## src/hw/rtl/fpfu_pkg.sv

```systemverilog
`timescale 1ns / 1ps
`default_nettype none
// ----------------------------------------------------------------------------
// fpfu_pkg: shared types and constants of the fixed-point function unit
// Command codes, sequencer states, Q16.16 constants and lookup tables.
// ----------------------------------------------------------------------------
package fpfu_pkg;

    localparam int DataW = 32;

    typedef enum logic [3:0] {
        CMD_SQRT  = 4'd0,
        CMD_ROUND = 4'd1,
        CMD_SIN   = 4'd2,
        CMD_COS   = 4'd3,
        CMD_EXP   = 4'd4,
        CMD_LN    = 4'd5,
        CMD_POW   = 4'd6,
        CMD_LOG10 = 4'd7,
        CMD_EXP10 = 4'd8
    } cmd_t;

    typedef enum logic [4:0] {
        ST_IDLE, ST_DISPATCH,
        ST_SQ_DS, ST_SQ_DW,
        ST_TR_FOLD, ST_TR_SQ, ST_TR_M1, ST_TR_M2, ST_TR_M3, ST_TR_END,
        ST_EX10, ST_EX_INIT, ST_EX_POW, ST_EX_DS, ST_EX_DW,
        ST_LN_PRE, ST_LN_CHK, ST_LN_DS, ST_LN_DW, ST_LN_FIN, ST_LN_POST,
        ST_OUT
    } state_t;

    localparam logic signed [31:0] FX_ONE     = 32'sd65536;
    localparam logic signed [31:0] FX_PI      = 32'sd205887;
    localparam logic signed [31:0] FX_PI_HALF = 32'sd102943;
    localparam logic signed [31:0] FX_PI_3H   = 32'sd308830;
    localparam logic signed [31:0] FX_PI_2    = 32'sd411774;
    localparam logic signed [31:0] FX_TWO     = 32'sd131072;
    localparam logic signed [31:0] FX_LOG10_E = 32'sh6f2e;
    localparam logic signed [31:0] FX_LN_10   = 32'sh24d76;
    localparam logic signed [31:0] SIN_K1     = 32'sd498;
    localparam logic signed [31:0] SIN_K2     = 32'sd10882;
    localparam logic signed [31:0] COS_K1     = 32'sd2328;
    localparam logic signed [31:0] COS_K2     = 32'sd32551;
    localparam logic [15:0]        LN_D0      = 16'h8000;

    // ln(1 + 2^-(k+1)) in Q16.16
    function automatic logic signed [31:0] ln_step(input logic [3:0] k);
        logic signed [31:0] v;
        case (k)
            4'd0:  v = 32'sd26573;
            4'd1:  v = 32'sd14624;
            4'd2:  v = 32'sd7719;
            4'd3:  v = 32'sd3973;
            4'd4:  v = 32'sd2017;
            4'd5:  v = 32'sd1016;
            4'd6:  v = 32'sd510;
            4'd7:  v = 32'sd256;
            4'd8:  v = 32'sd128;
            4'd9:  v = 32'sd64;
            4'd10: v = 32'sd32;
            4'd11: v = 32'sd16;
            4'd12: v = 32'sd8;
            4'd13: v = 32'sd4;
            4'd14: v = 32'sd2;
            default: v = 32'sd0;
        endcase
        return v;
    endfunction

    // n * ln2 in Q16.16
    function automatic logic signed [31:0] ln_shift(input logic [4:0] n);
        logic signed [31:0] v;
        case (n)
            5'd0:  v = 32'sd0;
            5'd1:  v = 32'sd45426;
            5'd2:  v = 32'sd90852;
            5'd3:  v = 32'sd136278;
            5'd4:  v = 32'sd181704;
            5'd5:  v = 32'sd227130;
            5'd6:  v = 32'sd272557;
            5'd7:  v = 32'sd317983;
            5'd8:  v = 32'sd363409;
            5'd9:  v = 32'sd408835;
            5'd10: v = 32'sd454261;
            5'd11: v = 32'sd499687;
            5'd12: v = 32'sd545113;
            5'd13: v = 32'sd590539;
            5'd14: v = 32'sd635965;
            5'd15: v = 32'sd681391;
            5'd16: v = 32'sd726817;
            default: v = 32'sd0;
        endcase
        return v;
    endfunction

    // k! scaled to Q16.16, as a 34-bit signed divisor
    function automatic logic signed [33:0] fact_fx(input logic [3:0] k);
        logic signed [33:0] v;
        case (k)
            4'd2: v = 34'sd2 <<< 16;
            4'd3: v = 34'sd6 <<< 16;
            4'd4: v = 34'sd24 <<< 16;
            4'd5: v = 34'sd120 <<< 16;
            4'd6: v = 34'sd720 <<< 16;
            4'd7: v = 34'sd5040 <<< 16;
            4'd8: v = 34'sd40320 <<< 16;
            default: v = 34'sd1 <<< 16;
        endcase
        return v;
    endfunction

endpackage
`default_nettype wire

```

## src/hw/rtl/fixed_point_function_unit.sv

```systemverilog
`timescale 1ns / 1ps
`default_nettype none
// ----------------------------------------------------------------------------
// fixed_point_function_unit: Q16.16 elementary function unit
// sqrt, round, sin, cos, exp, ln, pow, log10, exp10 on one shared multiplier
// and one shared bit-serial divider under a small sequencer.
// ----------------------------------------------------------------------------
//
//  channel | dir | tdata (low bit up)                 | tuser
//  --------+-----+------------------------------------+--------------
//  s_      | in  | operand_x[31:0], operand_y[63:32]  | command[3:0]
//  m_      | out | result[31:0]                       | -
//
//  One word at a time. sqrt runs 8 divisions in the divider, ln/log10 up to
//  15, exp/exp10 7, and pow both the ln and the exp series; round and
//  unknown commands skip the divider, and sin/cos use only the multiplier.
//  Reset clears the sequencer and the output valid. A finished word waits
//  in the output register; the next input word is taken meanwhile, and the
//  sequencer holds at its end until the output register frees up.

module fixed_point_function_unit (
    input  wire logic        aclk,
    input  wire logic        aresetn,
    input  wire logic        s_tvalid,
    output logic             s_tready,
    input  wire logic [63:0] s_tdata,   // operand_x[31:0], operand_y[63:32]
    input  wire logic [3:0]  s_tuser,   // command[3:0]
    output logic             m_tvalid,
    input  wire logic        m_tready,
    output logic [31:0]      m_tdata    // result[31:0]
);

    fpfu_pkg::state_t state_reg, state_next;

    logic [3:0]         cmd_reg;
    logic signed [31:0] x_reg, y_reg, a_reg, g_reg, p_reg;
    logic signed [31:0] x2_reg, x4_reg, x6_reg, res_reg;
    logic               neg_reg;
    logic [3:0]         k_reg;
    logic [4:0]         sh_reg;
    logic               m_tvalid_reg;
    logic [31:0]        m_tdata_reg;

    // shared multiplier
    logic signed [31:0] mul_a, mul_b, mul_res;
    logic signed [63:0] prod;

    // shared divider
    logic               div_start, div_done;
    logic signed [31:0] div_num, div_q;
    logic signed [33:0] div_den;

    logic signed [31:0] ln_thr;
    logic               s_fire, out_free;

    assign prod     = mul_a * mul_b;
    assign mul_res  = prod[47:16];
    assign ln_thr   = fpfu_pkg::FX_ONE + $signed({16'd0, fpfu_pkg::LN_D0 >> k_reg});
    assign s_fire   = s_tvalid && s_tready;
    assign out_free = !m_tvalid_reg || m_tready;

    fpfu_div u_div (
        .aclk    (aclk),
        .aresetn (aresetn),
        .start   (div_start),
        .num     (div_num),
        .den     (div_den),
        .done    (div_done),
        .quo     (div_q)
    );

    // round one magnitude: add 1.0 on a set half bit, clear the fraction
    function automatic logic signed [31:0] round_mag(input logic signed [31:0] m);
        logic [31:0] t;
        t = m[15] ? (m + 32'sh10000) : m;
        return $signed(t & 32'hFFFF0000);
    endfunction

    // ---- next state ----
    always_comb begin
        state_next = state_reg;
        case (state_reg)
            fpfu_pkg::ST_IDLE: begin
                if (s_fire) state_next = fpfu_pkg::ST_DISPATCH;
            end
            fpfu_pkg::ST_DISPATCH: begin
                case (cmd_reg)
                    fpfu_pkg::CMD_SQRT:  state_next = fpfu_pkg::ST_SQ_DS;
                    fpfu_pkg::CMD_SIN,
                    fpfu_pkg::CMD_COS:   state_next = fpfu_pkg::ST_TR_FOLD;
                    fpfu_pkg::CMD_EXP:   state_next = fpfu_pkg::ST_EX_INIT;
                    fpfu_pkg::CMD_EXP10: state_next = fpfu_pkg::ST_EX10;
                    fpfu_pkg::CMD_LN,
                    fpfu_pkg::CMD_LOG10: state_next = fpfu_pkg::ST_LN_PRE;
                    fpfu_pkg::CMD_POW: begin
                        state_next = (x_reg == '0 || y_reg == '0) ? fpfu_pkg::ST_OUT
                                                                  : fpfu_pkg::ST_LN_PRE;
                    end
                    default:             state_next = fpfu_pkg::ST_OUT;
                endcase
            end
            fpfu_pkg::ST_SQ_DS: state_next = fpfu_pkg::ST_SQ_DW;
            fpfu_pkg::ST_SQ_DW: begin
                if (div_done)
                    state_next = (k_reg == 4'd7) ? fpfu_pkg::ST_OUT : fpfu_pkg::ST_SQ_DS;
            end
            fpfu_pkg::ST_TR_FOLD: state_next = fpfu_pkg::ST_TR_SQ;
            fpfu_pkg::ST_TR_SQ:   state_next = fpfu_pkg::ST_TR_M1;
            fpfu_pkg::ST_TR_M1:   state_next = fpfu_pkg::ST_TR_M2;
            fpfu_pkg::ST_TR_M2: begin
                state_next = (cmd_reg == fpfu_pkg::CMD_SIN) ? fpfu_pkg::ST_TR_M3
                                                            : fpfu_pkg::ST_TR_END;
            end
            fpfu_pkg::ST_TR_M3:   state_next = fpfu_pkg::ST_TR_END;
            fpfu_pkg::ST_TR_END:  state_next = fpfu_pkg::ST_OUT;
            fpfu_pkg::ST_EX10:    state_next = fpfu_pkg::ST_EX_INIT;
            fpfu_pkg::ST_EX_INIT: state_next = fpfu_pkg::ST_EX_POW;
            fpfu_pkg::ST_EX_POW:  state_next = fpfu_pkg::ST_EX_DS;
            fpfu_pkg::ST_EX_DS:   state_next = fpfu_pkg::ST_EX_DW;
            fpfu_pkg::ST_EX_DW: begin
                if (div_done)
                    state_next = (k_reg == 4'd8) ? fpfu_pkg::ST_OUT : fpfu_pkg::ST_EX_POW;
            end
            fpfu_pkg::ST_LN_PRE: begin
                if (!(x_reg > fpfu_pkg::FX_TWO && sh_reg < 5'd16))
                    state_next = fpfu_pkg::ST_LN_CHK;
            end
            fpfu_pkg::ST_LN_CHK: begin
                if (x_reg > ln_thr)
                    state_next = fpfu_pkg::ST_LN_DS;
                else if (k_reg == 4'd14)
                    state_next = fpfu_pkg::ST_LN_FIN;
            end
            fpfu_pkg::ST_LN_DS: state_next = fpfu_pkg::ST_LN_DW;
            fpfu_pkg::ST_LN_DW: begin
                if (div_done)
                    state_next = (k_reg == 4'd14) ? fpfu_pkg::ST_LN_FIN : fpfu_pkg::ST_LN_CHK;
            end
            fpfu_pkg::ST_LN_FIN: begin
                state_next = (cmd_reg == fpfu_pkg::CMD_LN) ? fpfu_pkg::ST_OUT
                                                           : fpfu_pkg::ST_LN_POST;
            end
            fpfu_pkg::ST_LN_POST: begin
                state_next = (cmd_reg == fpfu_pkg::CMD_LOG10) ? fpfu_pkg::ST_OUT
                                                              : fpfu_pkg::ST_EX_INIT;
            end
            fpfu_pkg::ST_OUT: begin
                if (out_free) state_next = fpfu_pkg::ST_IDLE;
            end
            default: state_next = fpfu_pkg::ST_IDLE;
        endcase
    end

    // ---- outputs: operand steering for the shared units ----
    always_comb begin
        mul_a     = g_reg;
        mul_b     = p_reg;
        div_start = 1'b0;
        div_num   = x_reg;
        div_den   = {{2{g_reg[31]}}, g_reg};
        case (state_reg)
            fpfu_pkg::ST_EX10: begin
                mul_a = x_reg;
                mul_b = fpfu_pkg::FX_LN_10;
            end
            fpfu_pkg::ST_TR_SQ: begin
                mul_a = a_reg;
                mul_b = a_reg;
            end
            fpfu_pkg::ST_TR_M1: begin
                mul_a = (cmd_reg == fpfu_pkg::CMD_SIN) ? fpfu_pkg::SIN_K1 : fpfu_pkg::COS_K1;
                mul_b = p_reg;
            end
            fpfu_pkg::ST_TR_M3: begin
                mul_a = g_reg;
                mul_b = a_reg;
            end
            fpfu_pkg::ST_EX_POW: begin
                case (k_reg)
                    4'd2:    begin mul_a = a_reg;  mul_b = a_reg;  end
                    4'd3:    begin mul_a = x2_reg; mul_b = a_reg;  end
                    4'd4:    begin mul_a = x2_reg; mul_b = x2_reg; end
                    4'd5:    begin mul_a = x4_reg; mul_b = a_reg;  end
                    4'd6:    begin mul_a = x4_reg; mul_b = x2_reg; end
                    4'd7:    begin mul_a = x6_reg; mul_b = a_reg;  end
                    default: begin mul_a = x4_reg; mul_b = x4_reg; end
                endcase
            end
            fpfu_pkg::ST_LN_POST: begin
                mul_a = (cmd_reg == fpfu_pkg::CMD_LOG10) ? fpfu_pkg::FX_LOG10_E : y_reg;
                mul_b = g_reg;
            end
            fpfu_pkg::ST_SQ_DS: begin
                div_start = 1'b1;
            end
            fpfu_pkg::ST_EX_DS: begin
                div_start = 1'b1;
                div_num   = p_reg;
                div_den   = fpfu_pkg::fact_fx(k_reg);
            end
            fpfu_pkg::ST_LN_DS: begin
                div_start = 1'b1;
                div_den   = {{2{ln_thr[31]}}, ln_thr};
            end
            default: begin
            end
        endcase
    end

    // ---- sequencer state and handshake ----
    always_ff @(posedge aclk) begin
        if (!aresetn) begin
            state_reg    <= fpfu_pkg::ST_IDLE;
            m_tvalid_reg <= 1'b0;
        end else begin
            state_reg <= state_next;
            if (state_reg == fpfu_pkg::ST_OUT && out_free) begin
                m_tvalid_reg <= 1'b1;
            end else if (m_tready) begin
                m_tvalid_reg <= 1'b0;
            end
        end
    end

    // ---- datapath registers ----
    always_ff @(posedge aclk) begin
        case (state_reg)
            fpfu_pkg::ST_IDLE: begin
                if (s_fire) begin
                    cmd_reg <= s_tuser;
                    x_reg   <= s_tdata[31:0];
                    y_reg   <= s_tdata[63:32];
                end
            end
            fpfu_pkg::ST_DISPATCH: begin
                // seed every flow; only the chosen one uses these
                g_reg   <= (x_reg + fpfu_pkg::FX_ONE) >>> 1;
                a_reg   <= x_reg;
                k_reg   <= '0;
                sh_reg  <= '0;
                case (cmd_reg)
                    fpfu_pkg::CMD_ROUND: begin
                        res_reg <= (x_reg > 0) ? round_mag(x_reg)
                                               : -round_mag(-x_reg);
                    end
                    fpfu_pkg::CMD_POW: begin
                        g_reg   <= '0;
                        res_reg <= (x_reg == '0) ? '0 : fpfu_pkg::FX_ONE;
                    end
                    fpfu_pkg::CMD_LN,
                    fpfu_pkg::CMD_LOG10: g_reg <= '0;
                    default: res_reg <= '0;
                endcase
            end
            fpfu_pkg::ST_SQ_DW: begin
                if (div_done) begin
                    g_reg   <= (g_reg + div_q) >>> 1;
                    res_reg <= (g_reg + div_q) >>> 1;
                    k_reg   <= k_reg + 4'd1;
                end
            end
            fpfu_pkg::ST_TR_FOLD: begin
                // fold into the first quadrant; track the sign of the answer
                logic signed [31:0] f;
                logic               ng;
                f  = x_reg[31] ? -x_reg : x_reg;
                ng = (cmd_reg == fpfu_pkg::CMD_SIN) && x_reg[31];
                if (f > fpfu_pkg::FX_PI_HALF && f <= fpfu_pkg::FX_PI) begin
                    f  = fpfu_pkg::FX_PI - f;
                    ng = (cmd_reg == fpfu_pkg::CMD_SIN) ? ng : 1'b1;
                end else if (f > fpfu_pkg::FX_PI && f <= fpfu_pkg::FX_PI_3H) begin
                    f  = f - fpfu_pkg::FX_PI;
                    ng = (cmd_reg == fpfu_pkg::CMD_SIN) ? !ng : 1'b1;
                end else if (f > fpfu_pkg::FX_PI_3H) begin
                    f  = fpfu_pkg::FX_PI_2 - f;
                    ng = (cmd_reg == fpfu_pkg::CMD_SIN) ? !ng : ng;
                end
                a_reg   <= f;
                neg_reg <= ng;
            end
            fpfu_pkg::ST_TR_SQ: p_reg <= mul_res;
            fpfu_pkg::ST_TR_M1: begin
                g_reg <= mul_res - ((cmd_reg == fpfu_pkg::CMD_SIN) ? fpfu_pkg::SIN_K2
                                                                   : fpfu_pkg::COS_K2);
            end
            fpfu_pkg::ST_TR_M2: g_reg <= mul_res + fpfu_pkg::FX_ONE;
            fpfu_pkg::ST_TR_M3: g_reg <= mul_res;
            fpfu_pkg::ST_TR_END: res_reg <= neg_reg ? -g_reg : g_reg;
            fpfu_pkg::ST_EX10: a_reg <= mul_res;
            fpfu_pkg::ST_EX_INIT: begin
                g_reg <= a_reg + fpfu_pkg::FX_ONE;
                k_reg <= 4'd2;
            end
            fpfu_pkg::ST_EX_POW: begin
                p_reg <= mul_res;
                if (k_reg == 4'd2) x2_reg <= mul_res;
                if (k_reg == 4'd4) x4_reg <= mul_res;
                if (k_reg == 4'd6) x6_reg <= mul_res;
            end
            fpfu_pkg::ST_EX_DW: begin
                if (div_done) begin
                    g_reg   <= g_reg + div_q;
                    res_reg <= g_reg + div_q;
                    k_reg   <= k_reg + 4'd1;
                end
            end
            fpfu_pkg::ST_LN_PRE: begin
                if (x_reg > fpfu_pkg::FX_TWO && sh_reg < 5'd16) begin
                    x_reg  <= x_reg >>> 1;
                    sh_reg <= sh_reg + 5'd1;
                end
            end
            fpfu_pkg::ST_LN_CHK: begin
                if (!(x_reg > ln_thr) && k_reg != 4'd14) k_reg <= k_reg + 4'd1;
            end
            fpfu_pkg::ST_LN_DW: begin
                if (div_done) begin
                    x_reg <= div_q;
                    g_reg <= g_reg + fpfu_pkg::ln_step(k_reg);
                    if (k_reg != 4'd14) k_reg <= k_reg + 4'd1;
                end
            end
            fpfu_pkg::ST_LN_FIN: begin
                g_reg   <= g_reg + fpfu_pkg::ln_shift(sh_reg);
                res_reg <= g_reg + fpfu_pkg::ln_shift(sh_reg);
            end
            fpfu_pkg::ST_LN_POST: begin
                a_reg   <= mul_res;
                res_reg <= mul_res;
            end
            fpfu_pkg::ST_OUT: begin
                if (out_free) m_tdata_reg <= res_reg;
            end
            default: begin
            end
        endcase
    end

    assign s_tready = (state_reg == fpfu_pkg::ST_IDLE);
    assign m_tvalid = m_tvalid_reg;
    assign m_tdata  = m_tdata_reg;

    // ---- assertions ----
    a_div_done_in_wait: assert property (@(posedge aclk) disable iff (!aresetn)
        div_done |-> (state_reg == fpfu_pkg::ST_SQ_DW || state_reg == fpfu_pkg::ST_EX_DW
                      || state_reg == fpfu_pkg::ST_LN_DW))
        else $error("divider finished outside a wait state");

    a_accept_dispatch: assert property (@(posedge aclk) disable iff (!aresetn)
        s_fire |=> (state_reg == fpfu_pkg::ST_DISPATCH))
        else $error("accepted word not dispatched");

    a_valid_from_out: assert property (@(posedge aclk) disable iff (!aresetn)
        $rose(m_tvalid) |-> $past(state_reg == fpfu_pkg::ST_OUT))
        else $error("result word raised outside the output state");

endmodule
`default_nettype wire

```

## src/hw/rtl/fpfu_div.sv

```systemverilog
`timescale 1ns / 1ps
`default_nettype none
// ----------------------------------------------------------------------------
// fpfu_div: bit-serial Q16.16 divider
// Computes (num << 16) / den truncating toward zero, one quotient bit a cycle.
// ----------------------------------------------------------------------------
module fpfu_div (
    input  wire logic               aclk,
    input  wire logic               aresetn,
    input  wire logic               start,
    input  wire logic signed [31:0] num,
    input  wire logic signed [33:0] den,
    output logic                    done,
    output logic signed [31:0]      quo
);

    logic        busy_reg, done_reg, zero_reg, neg_reg;
    logic [5:0]  cnt_reg;
    logic [32:0] rem_reg, den_reg;
    logic [47:0] quo_reg;
    logic [33:0] trial;
    logic        ge;
    logic [32:0] num_mag;
    logic [33:0] den_mag;

    assign num_mag = num[31] ? (33'd0 - {num[31], num}) : {1'b0, num};
    assign den_mag = den[33] ? (34'd0 - den) : den;
    assign trial   = {rem_reg, quo_reg[47]};
    assign ge      = trial >= {1'b0, den_reg};

    always_ff @(posedge aclk) begin
        if (!aresetn) begin
            busy_reg <= 1'b0;
            done_reg <= 1'b0;
            cnt_reg  <= '0;
        end else begin
            done_reg <= 1'b0;
            if (start) begin
                zero_reg <= (den == '0);
                neg_reg  <= num[31] ^ den[33];
                quo_reg  <= {num_mag[31:0], 16'd0};
                den_reg  <= den_mag[32:0];
                rem_reg  <= '0;
                cnt_reg  <= '0;
                busy_reg <= (den != '0);
                done_reg <= (den == '0);
            end else if (busy_reg) begin
                rem_reg <= ge ? (trial[32:0] - den_reg) : trial[32:0];
                quo_reg <= {quo_reg[46:0], ge};
                cnt_reg <= cnt_reg + 6'd1;
                if (cnt_reg == 6'd47) begin
                    busy_reg <= 1'b0;
                    done_reg <= 1'b1;
                end
            end
        end
    end

    assign done = done_reg;
    assign quo  = zero_reg ? 32'sh7FFFFFFF
                : (neg_reg ? -$signed(quo_reg[31:0]) : $signed(quo_reg[31:0]));

endmodule
`default_nettype wire
```

## config.mk

```make
export PLATFORM = sky130hd
export DESIGN_NAME = fixed_point_function_unit
export DESIGN_NICKNAME = d
export VERILOG_FILES = /design/src/hw/rtl/fpfu_pkg.sv /design/src/hw/rtl/fixed_point_function_unit.sv /design/src/hw/rtl/fpfu_div.sv
export SDC_FILE = /design/constraint.sdc
export NUM_CORES = 2
export LEC_CHECK = 0
export BUFFER_PORTS_ARGS = -buffer_cell sky130_fd_sc_hd__buf_2
export CELL_PAD_IN_SITES_DETAIL_PLACEMENT = 1
export CELL_PAD_IN_SITES_GLOBAL_PLACEMENT = 1
export CORE_MARGIN = 4
export CORE_UTILIZATION = 30
export DETAILED_ROUTE_END_ITERATION = 16
export GPL_TIMING_DRIVEN = 0
export PLACE_DENSITY = 0.55
export SKIP_CTS_REPAIR_TIMING = 1
export SLEW_MARGIN = 25
export SYNTH_ARGS = -nofsm -noshare
export SYNTH_HDL_FRONTEND = slang
export SYNTH_SLANG_ARGS = --single-unit
```

## constraint.sdc

```tcl
create_clock -name aclk -period 14 [get_ports aclk]
set_clock_uncertainty 0.1 [all_clocks]
set_input_delay 3.5 -clock aclk [delete_from_list [all_inputs] [get_ports aclk]]
set_output_delay 3.5 -clock aclk [all_outputs]
set_load 0.01 [all_outputs]
```

### Word-level counts from Yosys, hierarchy flattened

Memory sizes are Yosys's and may differ from the RTL's. A register that Yosys moved wholly into a read port is not among the register bits.
Cells that the tools add are included.

* register bits after elaboration: 464
* bits in latches: 0
* bits in writable memories: 0
* bits in read-only memories: 1520
* input bits: 72
* output and inout bits: 34
* logic and storage cells: 256
* memories: 3

* $add $sub $neg: 23
* multipliers: 1
* div/mod/pow operators: 0
* order comparisons: 10
* eq/ne operators: 51
* shifts and indexed selects: 1
* multiplexer cells: 85
* bitwise gates (word level): 3
* reductions and logical operators: 53

Memory list
* (no name shown): words 32, bits a word 20, read ports 1, clocked after Yosys merged registers in 1, write ports 0, RTL line fpfu_pkg.sv:73 `case (n)`
* (no name shown): words 32, bits a word 20, read ports 1, clocked after Yosys merged registers in 1, write ports 0, RTL line fpfu_pkg.sv:73
* (no name shown): words 16, bits a word 15, read ports 1, clocked after Yosys merged registers in 1, write ports 0, RTL line fpfu_pkg.sv:49 `case (k)`

Operator list (number)
* 2-to-1 mux 32 bit: 23
* case mux 32 bit (3 select lines): 4
* case mux 32 bit (9 select lines): 1
* case mux 32 bit (7 select lines): 1
* case mux 32 bit (6 select lines): 1
* case mux 32 bit (5 select lines): 1
* adder 32 x 18 -> 32 bit, second input constant: 4
* adder 32 bit: 4
* negator 32 bit: 4
* case mux 32 bit (4 select lines): 1
* case mux 5 bit (22 select lines): 1
* 2-to-1 mux 33 bit: 3
* 2-to-1 mux 48 bit: 2
* 2-to-1 mux 5 bit: 15
* case mux 34 bit (2 select lines): 1
* > comparator 32 x 19 -> 1 bit, second input constant: 2
* logical NOT 32 bit: 2
* case mux 32 bit (2 select lines): 1
* multiplier 32 x 32 -> 48 bit: 1
* equality test 5 x 4 -> 1 bit, second input constant: 8
* >= comparator 34 x 33 -> 1 bit: 1
* logical NOT 34 bit: 1
* nonzero test 34 bit: 1
* subtractor 1 x 33 -> 33 bit, first input constant: 1
* 60 further kinds: 143

### Longest topological paths before layout

* depth in word-level cells: 8
* mapped depth: 52
* gate-level depth less buffers: 47

### By module

Synthesis repeated with hierarchy kept, for this count alone.

* cell total of the unflattened synthesis: 7777
* area total of the unflattened synthesis: 67790.0 um2

Modules (own cells, without submodules)
* fixed_point_function_unit: times used 1, cells an instance 6813, area an instance 58920.3 um2, sequential area each 10810.4 um2
* fpfu_div: times used 1, cells an instance 964, area an instance 8869.8 um2, sequential area each 3643.5 um2

### Worst setup path after synthesis

Ideal clock, no wire load.

* path type: register to register
* start: reg k_reg[0]
* end: reg g_reg[22] (data pin)
* library setup time: 0.259 ns
* arrival time: 11.105 ns
* data required time: 13.641 ns
* slack: 2.537 ns
* stages on the path, launching flop included: 46
* path buffers: 4
* clock period less this slack: 11.463 ns
* cells stage by stage: edfxtp_1 > ha_1 > mux2i_1 > nor2_1 > clkbuf_1 > clkbuf_1 > clkbuf_1 > a222oi_1 > a21oi_1 > o32ai_1 > clkbuf_1 > nor2_1 > fa_1 > inv_1 > fa_1 > inv_1 > fa_1 > fa_1 > [... 10 more ...] > and2_1 > o21ai_0 > a21oi_1 > a21oi_1 > nor2_1 > nor2_1 > nor2_1 > o21ai_0 > xnor2_1 > ha_1 > or3_1 > or3_1 > a31o_2 > a31o_2 > a211oi_2 > nand2_1 > xnor2_1 > a211o_1

* longest elaborated chain between the ends: 7
* elaborated cells on any way between the ends: 17
* classes of those cells: 2 x add/sub; 1 x mul; 6 x eq/ne; 5 x mux; 3 x reduce/logical

RTL lines
* from (decl): RTL line fixed_point_function_unit.sv:39 `logic [3:0] k_reg;`
* from (signal assigned): RTL line fixed_point_function_unit.sv:259 `k_reg <= k_reg + 4'd1;`
* from (signal assigned): RTL line fixed_point_function_unit.sv:304 `k_reg <= k_reg + 4'd1;`
* from (signal assigned): RTL line fixed_point_function_unit.sv:314 `if (!(x_reg > ln_thr) && k_reg != 4'd14) k_reg <= k_reg + 4'd1;`
* equality test 4 x 3 -> 1 bit / equality test 4 x 2 -> 1 bit (equally long branches): RTL line fixed_point_function_unit.sv:179 `case (k_reg)`
* OR reduction 4 bit (no line) / OR reduction 2 bit (equally long branches)
* case mux 32 bit (2 select lines) / case mux 32 bit (3 select lines) (equally long branches): RTL line fixed_point_function_unit.sv:179
* case mux 32 bit (4 select lines) / case mux 32 bit (5 select lines) (equally long branches): RTL line fixed_point_function_unit.sv:161 `case (state_reg)`
* multiplier 32 x 32 -> 48 bit *: RTL line fixed_point_function_unit.sv:56 `assign prod = mul_a * mul_b;`
* named net prod[23]: RTL line fixed_point_function_unit.sv:46 `logic signed [63:0] prod;`
* adder 32 x 18 -> 32 bit / subtractor 32 x 16 -> 32 bit (equally long branches): RTL line fixed_point_function_unit.sv:286, fixed_point_function_unit.sv:283
* case mux 32 bit (9 select lines) *: RTL line fixed_point_function_unit.sv:227 `case (state_reg)`
* to (signal assigned): RTL line fixed_point_function_unit.sv:286 `fpfu_pkg::ST_TR_M2: g_reg <= mul_res + fpfu_pkg::FX_ONE;`
* to (signal assigned): RTL line fixed_point_function_unit.sv:287 `fpfu_pkg::ST_TR_M3: g_reg <= mul_res;`
* to (signal assigned): RTL line fixed_point_function_unit.sv:291 `g_reg <= a_reg + fpfu_pkg::FX_ONE;`
* to (decl): RTL line fixed_point_function_unit.sv:36 `logic signed [31:0] x_reg, y_reg, a_reg, g_reg, p_reg;`

The timed path passes the listed nets; every way through them passes the cells marked *.
A chain may end at the register's enable or synchronous reset.

### Worst setup path in the final report

* start: reg k_reg[0]
* end: reg g_reg[30] (data pin)

The elaborated chain is that of the path after synthesis.

==> flow_metrics.env <==
export IMPL_crit_path_start_kind="flip-flop"
export IMPL_fin_crit_ns=14.07
export IMPL_rows=172
export IMPL_post_drt_wl_per_cell_microns=33.51
export IMPL_grt_usage_pct=30.38
export IMPL_timing_slew_headroom_pct=19.30
export IMPL_viasPerCell=5.769
export IMPL_dieArea_sq_um=228100
export IMPL_seqCellArea_sq_um=14450
export IMPL_synth_area_top_cells="fa_1, edfxtp_1, ha_1"
export IMPL_grt_overflow=0
export IMPL_grt_max_degree=45
export IMPL_clock_sink_count=497
export IMPL_rsz0062_at_grt="true"
export IMPL_synth_top_cell_by_area="fa_1"
export IMPL_clkTransAtPathRegs_ns=0.07
export IMPL_initial_utilization_pct=30.14
export IMPL_syn_avg_cell_area_sq_um=8.871
export IMPL_port_buffers=105
export IMPL_violations="negative setup slack"
export IMPL_reg2regPathDepth=42
export IMPL_crit_required_ns=14.33
export IMPL_criticalPathCategory="reg2reg"
export IMPL_crit_fanout=10
export IMPL_nNetsFinal=8921
export IMPL_max_clock_path_buffers=3
export IMPL_setup_ws_ns=-0.07455
export IMPL_drtPass1Iterations=13
export IMPL_cap_violations=0
export IMPL_grt_pass1_wl_microns=491800
export IMPL_syn_num_nets=8699
export IMPL_timing_hold_violations_final=0
export IMPL_critPathMaxStageDelay_ns=0.61
export IMPL_wl_microns=355600
export IMPL_synth_edf_count=450
export IMPL_tightest_slew_ns=1.211
export IMPL_antenna_found_initial=35
export IMPL_dr_first_iter_drc_count=7847
export IMPL_h_tree_depth=2
export IMPL_synth_seq_cells=497
export IMPL_drc=0
export IMPL_hpwlAfterDp_microns=296600
export IMPL_cp_slowest_cell="fa_1"
export IMPL_area_growth_pct=12.57
export IMPL_syn_area_sq_um=66160
export IMPL_first_global_vias=62110
export IMPL_async_flop_share_pct=0
export IMPL_root_buffer="clkbuf_16"
export IMPL_multi_input_area_sq_um=47230
export IMPL_drtAntennaViolNets=0
export IMPL_seq_area_frac_synth_pct=21.85
export IMPL_status="finished with violations"
export IMPL_whs_ns=0.3036
export IMPL_drive_gt1_share_pct=8.773
export IMPL_fillers=25560
export IMPL_yosysWarningCount=0
export IMPL_largest_reg_flops=48
export IMPL_globalplace_congestion=1.030
export IMPL_tritoncts="yes"
export IMPL_final_period_utilization_pct=100.5
export IMPL_cts_buffers=58
export IMPL_vias=61220
export IMPL_post_synth_num_cell_types=108
export IMPL_die_h_microns=477.6
export IMPL_fmax_mhz=71.05
export IMPL_ios=106
export IMPL_hold_class="reg2reg"
export IMPL_end_kind="flip-flop"
export IMPL_core_area_sq_um=219500
export IMPL_maxSlewViolCount=0
export IMPL_synth_top_cell_area_share_pct=25.48
export IMPL_finalSetupViolCount=1
export IMPL_whs_path_depth=0
export IMPL_arrival_ns=14.40
export IMPL_clock_latency_ns=0.70
export IMPL_ys_flop_type="edfxtp_1"
export IMPL_netlist_instances=7458
export IMPL_cpMostUsedCell="fa_1"
export IMPL_die_x_microns=477.6
## cell usage after synthesis (41+ instances only)
cell,instances
edfxtp_1,450
a211oi_1,51
a22oi_1,71
inv_1,994
a222oi_1,90
nor3_1,86
ha_1,327
dfxtp_1,47
mux2i_1,62
nand2_1,877
and2_1,48
a221oi_1,42
o31ai_1,41
and3_1,90
o21a_1,59
nand2b_1,69
xnor2_1,256
nor2b_1,52
nand3_1,81
xor2_1,204
o21ai_0,293
a21oi_1,298
clkbuf_1,376
a21o_1,98
nor2_1,845
fa_1,842
## placed cells by master, fill, tap and decap left out, drive strengths merged, types with 52 or more instances in the layout
cell type  instances
mux2i             62
xor2             204
a211oi            56
fa               842
edfxtp           450
o21ai            320
nand3             82
and3              90
nand2            878
nor3              90
a22oi             71
nor2             848
clkbuf           422
buf              244
nand2b            70
a222oi            90
and2              52
inv             1000
a21o              98
a21oi            299
ha               327
o21a              59
xnor2            260
nor2b             52
## logic make-up (layout without fill, tap and decap cells)
family	count (synthesis)	in the layout	share of synthesized area, %
compound gates	1460	1460	15.16
xor+xnor	465	465	6.222
buf+inv	1438	1708	8.217
flops	497	497	21.85
fa+ha+maj	1169	1169	31.66
mux	69	69	1.057
other cells	0	13	0
simple gates	2360	2360	15.83
## routing by layer
layer | GRT usage (%) | wire (microns) | vias to the layer above | share of wire [%]
met1 | 41.87 | 151400 | 32010 | 43
met2 | 45.20 | 150600 | 3054 | 42
met5 | 0 | 100 | - | 0.028
met3 | 7.031 | 33250 | 703 | 9.3
li1 | - | - | 25430 | -
met4 | 13.81 | 20210 | 14 | 5.7
## through the flow
| step | util, % | instances | cell area [sq um] | setup WS, ns | setup TNS [ns] |
|---|---|---|---|---|---|
| after floorplan | - | 7458 | 66160 | 2.537 | 0 |
| after global placement | 32.02 | 10430 | 70280 | -3.848 | -193.69 |
| after detailed placement | 32.61 | 10480 | 71590 | -3.118 | -114.96 |
| after CTS | 33.54 | 10590 | 73620 | -3.156 | -119.18 |
| after global routing | 33.91 | 10600 | 74450 | -0.2098 | -0.6497 |
| final | 33.93 | 10610 | 74480 | -0.07455 | -0.07455 |
## worst max-delay path, delay by kind of cell, from the launching register on
family                     cells  cell delay (ns)
muxes                          1             0.20
adders and majority gates     10             4.75
AOI/OAI and AO/OA              6             2.05
and+or+nand+nor               12             2.98
xor gates and xnor gates       1             0.36
buffers and inverters         12             2.84
DFF                            1             0.49
## final timing paths
path               startpoint           to  slack (ns)
hold reg to reg   res_reg[22]  m_tdata[22]        0.30
hold / removal    res_reg[22]  m_tdata[22]        0.30
setup reg to reg     k_reg[0]    g_reg[30]       -0.07
setup / recovery     k_reg[0]    g_reg[30]       -0.07
## area by class of cell
class / count / area share [%]
clock inverter: 39 / 0.6333
clock buffer: 69 / 2.088
multi-input combinational: 5523 / 63.42
antenna: 13 / 0.04368
inverter: 1001 / 5.045
tap: 2871 / 4.823
buffer: 423 / 2.538
sequential: 497 / 19.41
timing repair buffer: 176 / 2.002
Power is not shown: default switching activity piles up to over one toggle a cycle in this logic, so the estimate is an artifact.
